**src/hw/rtl/tgarle_pkg.sv**
```systemverilog
`timescale 1ns / 1ps
// ----------------------------------------------------------------------------
// TGA RLE decoder package
// Shared widths, register indexes, reset values and the result item type.
// ----------------------------------------------------------------------------
package tgarle_pkg;

   localparam int unsigned BYTE_W      = 8;
   localparam int unsigned PIXEL_W     = 32;
   localparam int unsigned COUNT_W     = 8;
   localparam int unsigned NBYTES_W    = 3;
   localparam int unsigned TOTAL_W     = 30;
   localparam int unsigned INDEX_W     = 2;
   localparam int unsigned CSR_ADDR_W  = 1;
   localparam int unsigned CSR_DATA_W  = 30;

   localparam logic [CSR_ADDR_W-1:0] CSR_PIXEL_BYTES  = 1'b0;
   localparam logic [CSR_ADDR_W-1:0] CSR_TOTAL_PIXELS = 1'b1;

   localparam logic [NBYTES_W-1:0] PIXEL_BYTES_RESET  = 3'd4;
   localparam logic [TOTAL_W-1:0]  TOTAL_PIXELS_RESET = 30'd1;
   localparam logic [PIXEL_W-1:0]  ALPHA_PRESET       = 32'h0000_00ff;

   localparam logic [BYTE_W-1:0] RUN_HEADER_MIN = 8'd128;
   localparam logic [BYTE_W-1:0] RUN_BIAS       = 8'd127;

   typedef struct packed {
      logic [PIXEL_W-1:0] pixel_word;
      logic [COUNT_W-1:0] repeat_count;
      logic               image_done;
      logic               overflow;
   } result_type;

endpackage : tgarle_pkg

```
**src/hw/rtl/tgarle_core.sv**
```systemverilog
`timescale 1ns / 1ps
// ----------------------------------------------------------------------------
// TGA RLE decoder core
// Packet and pixel state; turns one accepted byte into zero or one result.
// ----------------------------------------------------------------------------
module tgarle_core (
   input  logic                         clock,
   input  logic                         reset,
   input  logic                         accept,
   input  logic [tgarle_pkg::BYTE_W-1:0] data_byte,
   input  logic                         frame_start,
   input  logic [tgarle_pkg::NBYTES_W-1:0] pixel_bytes,
   input  logic [tgarle_pkg::TOTAL_W-1:0]  total_pixels,
   output logic                         res_valid,
   output tgarle_pkg::result_type       res_data
);
   import tgarle_pkg::*;

   logic                 in_header_ff,   in_header_in;
   logic                 run_packet_ff,  run_packet_in;
   logic [COUNT_W-1:0]   packet_left_ff, packet_left_in;
   logic [INDEX_W-1:0]   byte_index_ff,  byte_index_in;
   logic [PIXEL_W-1:0]   assembly_ff,    assembly_in;
   logic [TOTAL_W-1:0]   pixels_left_ff, pixels_left_in;
   logic                 stopped_ff,     stopped_in;

   logic [NBYTES_W-1:0]  nb;
   logic [COUNT_W-1:0]   cnt;
   logic [COUNT_W-1:0]   rep;
   logic [INDEX_W-1:0]   lane;
   logic [NBYTES_W-1:0]  index_next;
   logic [PIXEL_W-1:0]   assembled;

   // clamp the pixel size into 1..4
   always_comb begin
      if (pixel_bytes == '0) begin
         nb = NBYTES_W'(1);
      end else if (pixel_bytes > NBYTES_W'(4)) begin
         nb = NBYTES_W'(4);
      end else begin
         nb = pixel_bytes;
      end
   end

   always_comb begin
      // start from the registered view of the state
      in_header_in   = in_header_ff;
      run_packet_in  = run_packet_ff;
      packet_left_in = packet_left_ff;
      byte_index_in  = byte_index_ff;
      assembly_in    = assembly_ff;
      pixels_left_in = pixels_left_ff;
      stopped_in     = stopped_ff;
      res_valid      = 1'b0;
      res_data       = '0;
      cnt            = '0;
      rep            = '0;
      lane           = '0;
      index_next     = '0;
      assembled      = '0;

      if (accept) begin
         if (frame_start) begin
            in_header_in   = 1'b1;
            run_packet_in  = 1'b0;
            packet_left_in = '0;
            byte_index_in  = '0;
            assembly_in    = ALPHA_PRESET;
            pixels_left_in = total_pixels;
            stopped_in     = 1'b0;
         end

         if (!stopped_in && pixels_left_in != '0) begin
            if (in_header_in) begin
               if (data_byte >= RUN_HEADER_MIN) begin
                  cnt = data_byte - RUN_BIAS;
                  run_packet_in = 1'b1;
               end else begin
                  cnt = data_byte + COUNT_W'(1);
                  run_packet_in = 1'b0;
               end
               if ({{(TOTAL_W-COUNT_W){1'b0}}, cnt} > pixels_left_in) begin
                  // packet does not fit: report and drop the rest of the frame
                  stopped_in          = 1'b1;
                  res_valid           = 1'b1;
                  res_data.overflow   = 1'b1;
               end else begin
                  packet_left_in = cnt;
                  in_header_in   = 1'b0;
                  byte_index_in  = '0;
               end
            end else begin
               // byte lane for this byte of the pixel
               if (nb == NBYTES_W'(2)) begin
                  lane = byte_index_in;
               end else begin
                  lane = (byte_index_in < INDEX_W'(3)) ? byte_index_in + INDEX_W'(1)
                                                        : INDEX_W'(0);
               end
               if (nb == NBYTES_W'(1)) begin
                  assembled = {{(PIXEL_W-BYTE_W){1'b0}}, data_byte};
               end else begin
                  assembled = assembly_in;
                  assembled[lane*BYTE_W +: BYTE_W] = data_byte;
               end
               assembly_in = assembled;

               index_next = {1'b0, byte_index_in} + NBYTES_W'(1);
               if (index_next < nb) begin
                  byte_index_in = index_next[INDEX_W-1:0];
               end else begin
                  byte_index_in = '0;
                  if (run_packet_in) begin
                     rep            = packet_left_in;
                     packet_left_in = '0;
                  end else begin
                     rep            = COUNT_W'(1);
                     packet_left_in = packet_left_in - COUNT_W'(1);
                  end
                  if ({{(TOTAL_W-COUNT_W){1'b0}}, rep} <= pixels_left_in) begin
                     pixels_left_in = pixels_left_in - {{(TOTAL_W-COUNT_W){1'b0}}, rep};
                  end else begin
                     pixels_left_in = '0;
                  end
                  if (packet_left_in == '0) begin
                     in_header_in = 1'b1;
                  end
                  res_valid             = 1'b1;
                  res_data.pixel_word   = assembled;
                  res_data.repeat_count = rep;
                  res_data.image_done   = (pixels_left_in == '0);
               end
            end
         end
      end
   end

   always_ff @(posedge clock) begin
      if (reset) begin
         in_header_ff   <= 1'b1;
         run_packet_ff  <= 1'b0;
         packet_left_ff <= '0;
         byte_index_ff  <= '0;
         assembly_ff    <= ALPHA_PRESET;
         pixels_left_ff <= '0;
         stopped_ff     <= 1'b0;
      end else begin
         in_header_ff   <= in_header_in;
         run_packet_ff  <= run_packet_in;
         packet_left_ff <= packet_left_in;
         byte_index_ff  <= byte_index_in;
         assembly_ff    <= assembly_in;
         pixels_left_ff <= pixels_left_in;
         stopped_ff     <= stopped_in;
      end
   end

endmodule : tgarle_core

```
**src/hw/rtl/tgarle_out_buf.sv**
```systemverilog
`timescale 1ns / 1ps
// ----------------------------------------------------------------------------
// TGA RLE decoder output buffer
// Result register with a skid stage so the input side runs on while rsp stalls, until the skid stage is occupied.
// ----------------------------------------------------------------------------
module tgarle_out_buf (
   input  logic                   clock,
   input  logic                   reset,
   input  logic                   in_valid,
   input  tgarle_pkg::result_type in_data,
   output logic                   full,
   output logic                   out_valid,
   output tgarle_pkg::result_type out_data,
   input  logic                   out_stall
);
   import tgarle_pkg::*;

   logic       out_valid_ff,  out_valid_in;
   result_type out_data_ff,   out_data_in;
   logic       skid_valid_ff, skid_valid_in;
   result_type skid_data_ff,  skid_data_in;

   always_comb begin
      out_valid_in  = out_valid_ff;
      out_data_in   = out_data_ff;
      skid_valid_in = skid_valid_ff;
      skid_data_in  = skid_data_ff;
      if (!out_valid_ff || !out_stall) begin
         // output slot frees up: refill from skid first, else from the core
         if (skid_valid_ff) begin
            out_valid_in  = 1'b1;
            out_data_in   = skid_data_ff;
            skid_valid_in = 1'b0;
         end else begin
            out_valid_in = in_valid;
            out_data_in  = in_data;
         end
      end else if (in_valid) begin
         skid_valid_in = 1'b1;
         skid_data_in  = in_data;
      end
   end

   always_ff @(posedge clock) begin
      if (reset) begin
         out_valid_ff  <= 1'b0;
         skid_valid_ff <= 1'b0;
      end else begin
         out_valid_ff  <= out_valid_in;
         skid_valid_ff <= skid_valid_in;
      end
      out_data_ff  <= out_data_in;
      skid_data_ff <= skid_data_in;
   end

   assign full      = skid_valid_ff;
   assign out_valid = out_valid_ff;
   assign out_data  = out_data_ff;

endmodule : tgarle_out_buf

```
**src/hw/rtl/tga_rle_pixel_decoder.sv**
```systemverilog
`timescale 1ns / 1ps
// ----------------------------------------------------------------------------
// TGA RLE pixel decoder
// Decodes a run-length coded TGA pixel stream, one byte per item, into
// pixels with repeat counts; flags a packet that overruns the image.
//
//   channel | direction | handshake         | payload
//   req     | in        | req_valid/stall   | data_byte, frame_start
//   rsp     | out       | rsp_valid/stall   | pixel_word, repeat_count,
//           |           |                   | image_done, overflow
//   csr     | in        | csr_write_enable  | csr_index, csr_write_data
//
// One byte is taken per cycle while req_stall is low; the packet and pixel
// state updates in the same cycle; a result passes that single state update
// and the output register before it reaches rsp. A skid stage absorbs one
// result when rsp stalls; req_stall rises only while that stage is occupied.
// Reset is synchronous and leaves the decoder ignoring bytes until an item
// with frame_start.
// ----------------------------------------------------------------------------
module tga_rle_pixel_decoder (
   input  logic                               clock,
   input  logic                               reset,
   input  logic                               req_valid,
   output logic                               req_stall,
   input  logic [tgarle_pkg::BYTE_W-1:0]      req_data_byte,
   input  logic                               req_frame_start,
   output logic                               rsp_valid,
   input  logic                               rsp_stall,
   output logic [tgarle_pkg::PIXEL_W-1:0]     rsp_pixel_word,
   output logic [tgarle_pkg::COUNT_W-1:0]     rsp_repeat_count,
   output logic                               rsp_image_done,
   output logic                               rsp_overflow,
   input  logic                               csr_write_enable,
   input  logic [tgarle_pkg::CSR_ADDR_W-1:0]  csr_index,
   input  logic [tgarle_pkg::CSR_DATA_W-1:0]  csr_write_data
);
   import tgarle_pkg::*;

   logic [NBYTES_W-1:0] pixel_bytes_ff;
   logic [TOTAL_W-1:0]  total_pixels_ff;
   logic                accept;
   logic                res_valid;
   result_type          res_data;
   logic                buf_full;
   result_type          rsp_data;

   always_ff @(posedge clock) begin
      if (reset) begin
         pixel_bytes_ff  <= PIXEL_BYTES_RESET;
         total_pixels_ff <= TOTAL_PIXELS_RESET;
      end else if (csr_write_enable) begin
         unique case (csr_index)
            CSR_PIXEL_BYTES:  pixel_bytes_ff  <= csr_write_data[NBYTES_W-1:0];
            CSR_TOTAL_PIXELS: total_pixels_ff <= csr_write_data[TOTAL_W-1:0];
            default: ;
         endcase
      end
   end

   assign req_stall = buf_full;
   assign accept    = req_valid && !req_stall;

   tgarle_core u_core (
      .clock        (clock),
      .reset        (reset),
      .accept       (accept),
      .data_byte    (req_data_byte),
      .frame_start  (req_frame_start),
      .pixel_bytes  (pixel_bytes_ff),
      .total_pixels (total_pixels_ff),
      .res_valid    (res_valid),
      .res_data     (res_data)
   );

   tgarle_out_buf u_out_buf (
      .clock     (clock),
      .reset     (reset),
      .in_valid  (res_valid),
      .in_data   (res_data),
      .full      (buf_full),
      .out_valid (rsp_valid),
      .out_data  (rsp_data),
      .out_stall (rsp_stall)
   );

   assign rsp_pixel_word   = rsp_data.pixel_word;
   assign rsp_repeat_count = rsp_data.repeat_count;
   assign rsp_image_done   = rsp_data.image_done;
   assign rsp_overflow     = rsp_data.overflow;

endmodule : tga_rle_pixel_decoder

```
**config.mk**
```make
export PLATFORM = sky130hd
export DESIGN_NAME = tga_rle_pixel_decoder
export DESIGN_NICKNAME = d
export VERILOG_FILES = /design/src/hw/rtl/tgarle_pkg.sv /design/src/hw/rtl/tgarle_core.sv /design/src/hw/rtl/tgarle_out_buf.sv /design/src/hw/rtl/tga_rle_pixel_decoder.sv
export SDC_FILE = /design/constraint.sdc
export NUM_CORES = 1
export LEC_CHECK = 0
export BUFFER_PORTS_ARGS = -buffer_cell sky130_fd_sc_hd__buf_2
export CAP_MARGIN = 25
export CORE_MARGIN = 5
export CORE_UTILIZATION = 47
export CTS_CLUSTER_SIZE = 30
export DETAILED_ROUTE_END_ITERATION = 10
export GPL_ROUTABILITY_DRIVEN = 0
export PLACE_DENSITY = 0.68
export SLEW_MARGIN = 20
export SYNTH_ARGS = -nofsm -noshare
export SYNTH_HDL_FRONTEND = slang
export SYNTH_SLANG_ARGS = --single-unit
```
**constraint.sdc**
```tcl
create_clock -name clock -period 6.35 [get_ports clock]
set_input_delay 1.27 -clock clock [delete_from_list [all_inputs] [get_ports clock]]
set_output_delay 1.27 -clock clock [all_outputs]
set_load 0.05 [all_outputs]
```
==> results of run 1 <==
==> through the flow <==
step                instances  worst slack (ns)  power [mW]
finish                   1557              1.40        2.94
global route             1557              1.19        3.05
CTS                      1557              1.50        2.95
detailed placement       1525              1.04        1.81
global placement         1524              1.18        1.81
floorplan                1209             0.361        1.69
==> registers in the layout (all words and copies together), names as in the netlist <==
register                cells
u_out_buf.out_data         42
u_out_buf.skid_data_ff     42
u_core.assembly_ff         32
total_pixels_ff            30
u_core.pixels_left_ff      30
u_core.packet_left_ff       8
pixel_bytes_ff              3
u_core.byte_index_ff        2
u_core.in_header_ff         1
u_core.run_packet_ff        1
u_core.stopped_ff           1
u_out_buf.full              1
u_out_buf.out_valid         1
==> worst max-delay path, delay by kind of cell <==
| kind | cells | cell delay, ns |
|---|---|---|
| compound gates | 3 | 0.98 |
| buf+inv | 4 | 1.30 |
| simple gates | 5 | 1.41 |
==> cells by family (layout without fill, tap and decap cells) <==
group	after synthesis	in the layout	share of synthesized area
AO/OA/AOI/OAI	351	351	0.222
adder cells (fa/ha/maj)	22	22	0.0265
buffers and inverters	102	165	0.0397
flip-flops	194	194	0.443
XOR/XNOR	21	21	0.0173
multiplexers	39	39	0.0391
AND/OR/NAND/NOR	480	480	0.212
==> metal layers <==
metal / up-vias / GRT usage / routed length (um)
met3: 72 / 0.0382 / 2060
met4: 0 / 0.0860 / 915
met2: 379 / 0.346 / 13100
met5: - / 0 / 0
li1: 4550 / - / -
met1: 4503 / 0.301 / 12800
==> path summary, 6_finish.rpt <==
kind         slack (ns)                         end                 start
max                1.40  u_out_buf.skid_data_ff[31]       req_frame_start
min                0.48         total_pixels_ff[18]   total_pixels_ff[18]
max reg2reg        1.88       u_out_buf.out_data[1]  u_core.run_packet_ff
min reg2reg        0.48         total_pixels_ff[18]   total_pixels_ff[18]
==> cell usage after synthesis (13+ instances only) <==
library cell  count
nor2_1          146
nand2_1         138
dfxtp_1         110
a21oi_1          88
edfxtp_1         84
nor3_1           67
o21ai_0          60
clkbuf_1         54
a21o_1           53
a22oi_1          51
ha_1             21
inv_1            21
buf_2            20
mux2i_1          20
nand3_1          19
mux2_2           18
nor2b_1          16
xnor2_1          15
and3_1           13
==> area by class of cell <==
| type | instances | area [um2] |
|---|---|---|
| inverters | 23 | 86.3 |
| clock buffers | 17 | 425 |
| repair buffers | 110 | 628 |
| well taps | 285 | 357 |
| clock inverters | 15 | 220 |
| fillers | 2065 | 10500 |
| flip-flops and latches | 194 | 4720 |
| multi-input cells | 913 | 5540 |
==> where the power goes <==
part / switching (mW) / internal [mW]
clock network: 0.565 / 0.581
logic: 0.277 / 0.161
registers: 0.0377 / 1.32
total: 0.879 / 2.06
==> flow_metrics.tcl, run 1 <==
set metrics [dict create \
    worst_path_max_delay_cell "a222oi_1" \
    yosysSeqAreaShare 0.443 \
    root_buffer "clkbuf_16" \
    vias 9504 \
    syn-num-nets 1276 \
    die_area_mm2 0.0258 \
    hold_viol_final 0 \
    slew_headroom 0.333 \
    worstSkewPairLatency_ns 0.44 \
    grt.total_usage 0.219 \
    syn_area_per_cell_um2 8.81 \
    io_pins 89 \
    clock_path_buffers 2 \
    yosys_warnings 0 \
    cts_tree "built" \
    slew_violations 0 \
    cts_setup_buffers 0 \
    clkSlewWorstSetupHoldPaths_ns 0.08 \
    p_leak_nw 5.07 \
    synth-edff-count 84 \
    worstMarginPinSlew_ns 1.00 \
    period_needed_ns 4.95 \
    htree_levels 4 \
    initial_core_util 0.474 \
    outcome "finished, final reports clean" \
    die-height_um 161 \
    arrival_ns 5.03 \
    netlist_top_cells_area "edfxtp_1 24%, dfxtp_1 21%, nor2_1 5.1%" \
    syn_area_mm2 0.0107 \
    hold-worst-slack_ns 0.475 \
    hold_class "reg2reg" \
    max_stage_delay_ns 0.69 \
    hold_depth 2 \
    antenna_found_initial 0 \
    core-area_mm2 0.0225 \
    end_kind "register" \
    ff2ff_path_depth 13 \
    synth-main-ff-cell "dfxtp_1" \
    ys_ff_latch 194 \
    wl_per_cell_um 18.5 \
    fin_area_mm2 0.0120 \
    worstSetupPathType "in2reg" \
    drv_cap 0 \
    final_common_cell "nor2_1" \
    grt_pass1_wl_mm 46.5 \
    drt_wl_total_mm 28.9 \
    via_per_inst 6.10 \
    path_common_cell "buf_4" \
    syn_inst 1209 \
    dieWidth_um 161 \
    fmax_ghz 0.202 \
    grt_pass1_vias 8904 \
    synthDistinctLibCells 80 \
    drc 0 \
    powerDensity_mw_per_mm2 245 \
    final_core_util 0.532 \
    fin_setup_tns_ns 0 \
    area_delta_synth_final_pct 12.4 \
    yosys.area.top_type "edfxtp_1" \
    fin_crit_sh 0.779 \
    fin_nets 1326 \
    dpl_cell_area_mm2 0.0113 \
    clock_skew_ns 0.0148 \
    peakVddDrop_v 0.000188 \
    start_kind "input port" \
    cp_data_required_time_ns 6.43 \
    hpwl_mm 19.9 \
    antenna_cells 0 \
    port_buffers 88 \
    setup_viol 0 \
    grt_max_degree 61 \
    cts_resized 0 \
    path_cells "buf_4, or3b_1, a222oi_1, and4_4, o21ai_1, a211oi_2, buf_4, inv_2, nor3_2, nor2_1, nor2_4, buf_4" \
    crit_fanout 60 \
    synthArstFlopShare 0 \
    cts_made_buffers 17 \
    cts.sinks 194 \
    num_rows 55 \
    rsz0062_at_grt "false" \
    postRouteAntennaNets 0 \
    final_cell_mix "143 x nor2_1, 137 x nand2_1, 110 x dfxtp_1, 88 x a21oi_1, 87 x buf_2" \
    yosysTopAreaCellShare 0.237 \
    drive_gt1_frac 0.146 \
    detail_route.iter0.violations 889 \
    cts-hold-fix-buffers 0 \
    drt-pass1-iter-count 5 \
    grt_overflow_total 0 \
]
Note: power is estimated with default switching activity, not from simulation.
==> inputs of run 2 (changes only) <==
--- a/config.mk
+++ b/config.mk
@@ -5,6 +5,7 @@
 export SDC_FILE = /design/constraint.sdc
 export NUM_CORES = 1
 export LEC_CHECK = 0
+export ABC_AREA = 1
 export BUFFER_PORTS_ARGS = -buffer_cell sky130_fd_sc_hd__buf_2
 export CAP_MARGIN = 25
 export CORE_MARGIN = 5
@@ -12,7 +13,6 @@
 export CTS_CLUSTER_SIZE = 30
 export DETAILED_ROUTE_END_ITERATION = 10
 export GPL_ROUTABILITY_DRIVEN = 0
-export PLACE_DENSITY = 0.68
 export SLEW_MARGIN = 20
 export SYNTH_ARGS = -nofsm -noshare
 export SYNTH_HDL_FRONTEND = slang
==> constraint.sdc (replaced) <==
create_clock -name clock -period 4.88 [get_ports clock]
set_input_delay 0.976 -clock clock [delete_from_list [all_inputs] [get_ports clock]]
set_output_delay 0.976 -clock clock [all_outputs]
set_load 0.05 [all_outputs]
==> run 2 against run 1 <==
Final area up 8.5%. Wire length up 16%. Worst hold slack worse by 0.018 ns. Non-clock buffer count up 7. Critical endpoint is now u_out_buf.out_data[1].
==> flow_metrics.tcl, run 2 <==
set metrics [dict create \
    drt_wl_total_mm 33.4 \
    fin_setup_tns_ns 0 \
    path_common_cell "nor2_1" \
    hpwl_mm 24.1 \
    cts_resized 0 \
    yosys.area.top_type "edfxtp_1" \
    dieWidth_um 167 \
    clock_path_buffers 2 \
    period_needed_ns 4.17 \
    fin_nets 1792 \
    r2r_slack_ns 1.38 \
    end_kind "register" \
    cts.sinks 194 \
    cts-hold-fix-buffers 0 \
    postRouteAntennaNets 0 \
    drt-pass1-iter-count 5 \
    p_leak_nw 5.60 \
    ys_ff_latch 194 \
    power_mw 3.95 \
    final_cell_mix "439 x nand2_1, 175 x nor2_1, 172 x inv_1, 172 x o21ai_0, 158 x a21oi_1" \
    drc 0 \
    slew_violations 0 \
    num_rows 57 \
    cts_setup_buffers 0 \
    place.detailed.instances 2030 \
    core-area_mm2 0.0243 \
    powerDensity_mw_per_mm2 304 \
    outcome "finished, final reports clean" \
    synthDistinctLibCells 46 \
    grt.total_usage 0.236 \
    grt_pass1_wl_mm 54.4 \
    synth-main-ff-cell "dfxtp_1" \
    rsz0062_at_grt "false" \
    path_cells "buf_2, buf_12, nand2_1, o21ai_0, inv_1, ha_1, inv_1, nor2_1, inv_1, nor2_1, nand4_1, nand3_1, nor2_1, nand2_1, nand2_1, nor2_1, nor2_1, nand2_1, nor2_1, nand3_1, nand2_1" \
    start_kind "input port" \
    area_delta_synth_final_pct 11.8 \
    synth.most_common_cell "nand2_1" \
    crit_fanout 28 \
    grt_overflow_total 0 \
    fin_crit_sh 0.855 \
    worstSetupPathType "in2reg" \
    syn_inst 1678 \
    via_per_inst 5.45 \
    worst_path_max_delay_cell "buf_2" \
    crit_start "req_frame_start" \
    syn_area_mm2 0.0116 \
    root_buffer "clkbuf_16" \
    final_cells 2062 \
    clock_skew_ns 0.0160 \
    final_common_cell "nand2_1" \
    netlist_top_cells_area "edfxtp_1 22%, dfxtp_1 19%, nand2_1 14%" \
    port_buffers 88 \
    die-height_um 167 \
    hold_viol_final 0 \
    r2r-start "u_core.run_packet_ff" \
    slew_headroom 0.457 \
    yosysSeqAreaShare 0.406 \
    peakVddDrop_v 0.000194 \
    antenna_found_initial 0 \
    setup_viol 0 \
    die_area_mm2 0.0280 \
    cts_made_buffers 17 \
    worstSkewPairLatency_ns 0.45 \
    max_stage_delay_ns 0.52 \
    min_from "total_pixels_ff[12]" \
    htree_levels 4 \
    io_pins 89 \
    grt_pass1_vias 10200 \
    drive_gt1_frac 0.109 \
    cts_tree "built" \
    antenna_cells 0 \
    syn_area_per_cell_um2 6.93 \
    hold_class "reg2reg" \
    worstMarginPinSlew_ns 0.815 \
    clkSlewWorstSetupHoldPaths_ns 0.08 \
    drv_cap 0 \
    yosys_warnings 0 \
    initial_core_util 0.478 \
    synth-edff-count 84 \
    synthArstFlopShare 0 \
    syn-num-nets 1745 \
    arrival_ns 4.37 \
    cp_data_required_time_ns 5.08 \
    wl_per_cell_um 16.2 \
    yosysTopAreaCellShare 0.217 \
    synth_commonest_cells "441 x nand2_1, 175 x nor2_1, 172 x inv_1, 172 x o21ai_0, 159 x a21oi_1" \
    fmax_ghz 0.240 \
    vias 11200 \
    detail_route.iter0.violations 1031 \
    grt_max_degree 65 \
]
-- run 2: cells by family (layout without fill, tap and decap cells) --
logic type,after synthesis,after routing,synth area share
buffers and inverters,272,332,0.0955
and+or+nand+nor,762,762,0.271
AOI/OAI and AO/OA,419,419,0.196
xor gates and xnor gates,9,9,0.00678
adders and majority gates,22,22,0.0243
DFF,194,194,0.406
-- run 2: where the power goes --
| part | switching [mW] | internal, mW |
|---|---|---|
| sequential | 0.0237 | 1.72 |
| clock | 0.769 | 0.727 |
| combinational | 0.497 | 0.213 |
| total | 1.29 | 2.66 |
-- run 2: area by class of cell --
cell class	instances	area [um2]
Inverter	183	687
Clock inverter	14	193
Fill cell	2386	11300
Tap cell	324	405
Timing Repair Buffer	117	733
Clock buffer	18	439
Sequential cell	194	4720
Multi-Input combinational cell	1212	5820
-- run 2: worst paths after layout --
path / endpoint / depth (start not counted)
setup reg to reg: u_out_buf.out_data[1] / 19
hold reg to reg: total_pixels_ff[12] / 2
setup / recovery: u_out_buf.out_data[1] / 21
hold / removal: total_pixels_ff[12] / 2
-- run 2: layer usage --
| layer | vias to the layer above | track usage | part of all wire |
|---|---|---|---|
| met2 | 365 | 0.360 | 0.44 |
| met3 | 44 | 0.0332 | 0.060 |
| li1 | 5650 | - | - |
| met4 | 0 | 0.0540 | 0.017 |
| met5 | - | 0 | 0 |
| met1 | 5175 | 0.356 | 0.49 |
-- run 2: metrics by stage --
| stage | cell area (um2) | setup slack, ns | util | hold slack (ns) |
|---|---|---|---|---|
| 4_1_cts | 13000 | 0.880 | 0.535 | 0.462 |
| 2_1_floorplan | 11600 | 0.204 | - | 0.429 |
| 3_3_place_gp | 12400 | 0.501 | 0.509 | 0.442 |
| 6_report | 13000 | 0.708 | 0.535 | 0.458 |
| 5_1_grt | 13000 | 0.440 | 0.535 | 0.481 |
| 3_5_place_dp | 12400 | 0.412 | 0.509 | 0.448 |
-- run 2: critical path: cells and delay by family --
family,cells,cell delay (ns)
simple gates,14,1.78
buf+inv,5,1.10
fa+ha+maj,1,0.34
compound gates,1,0.14
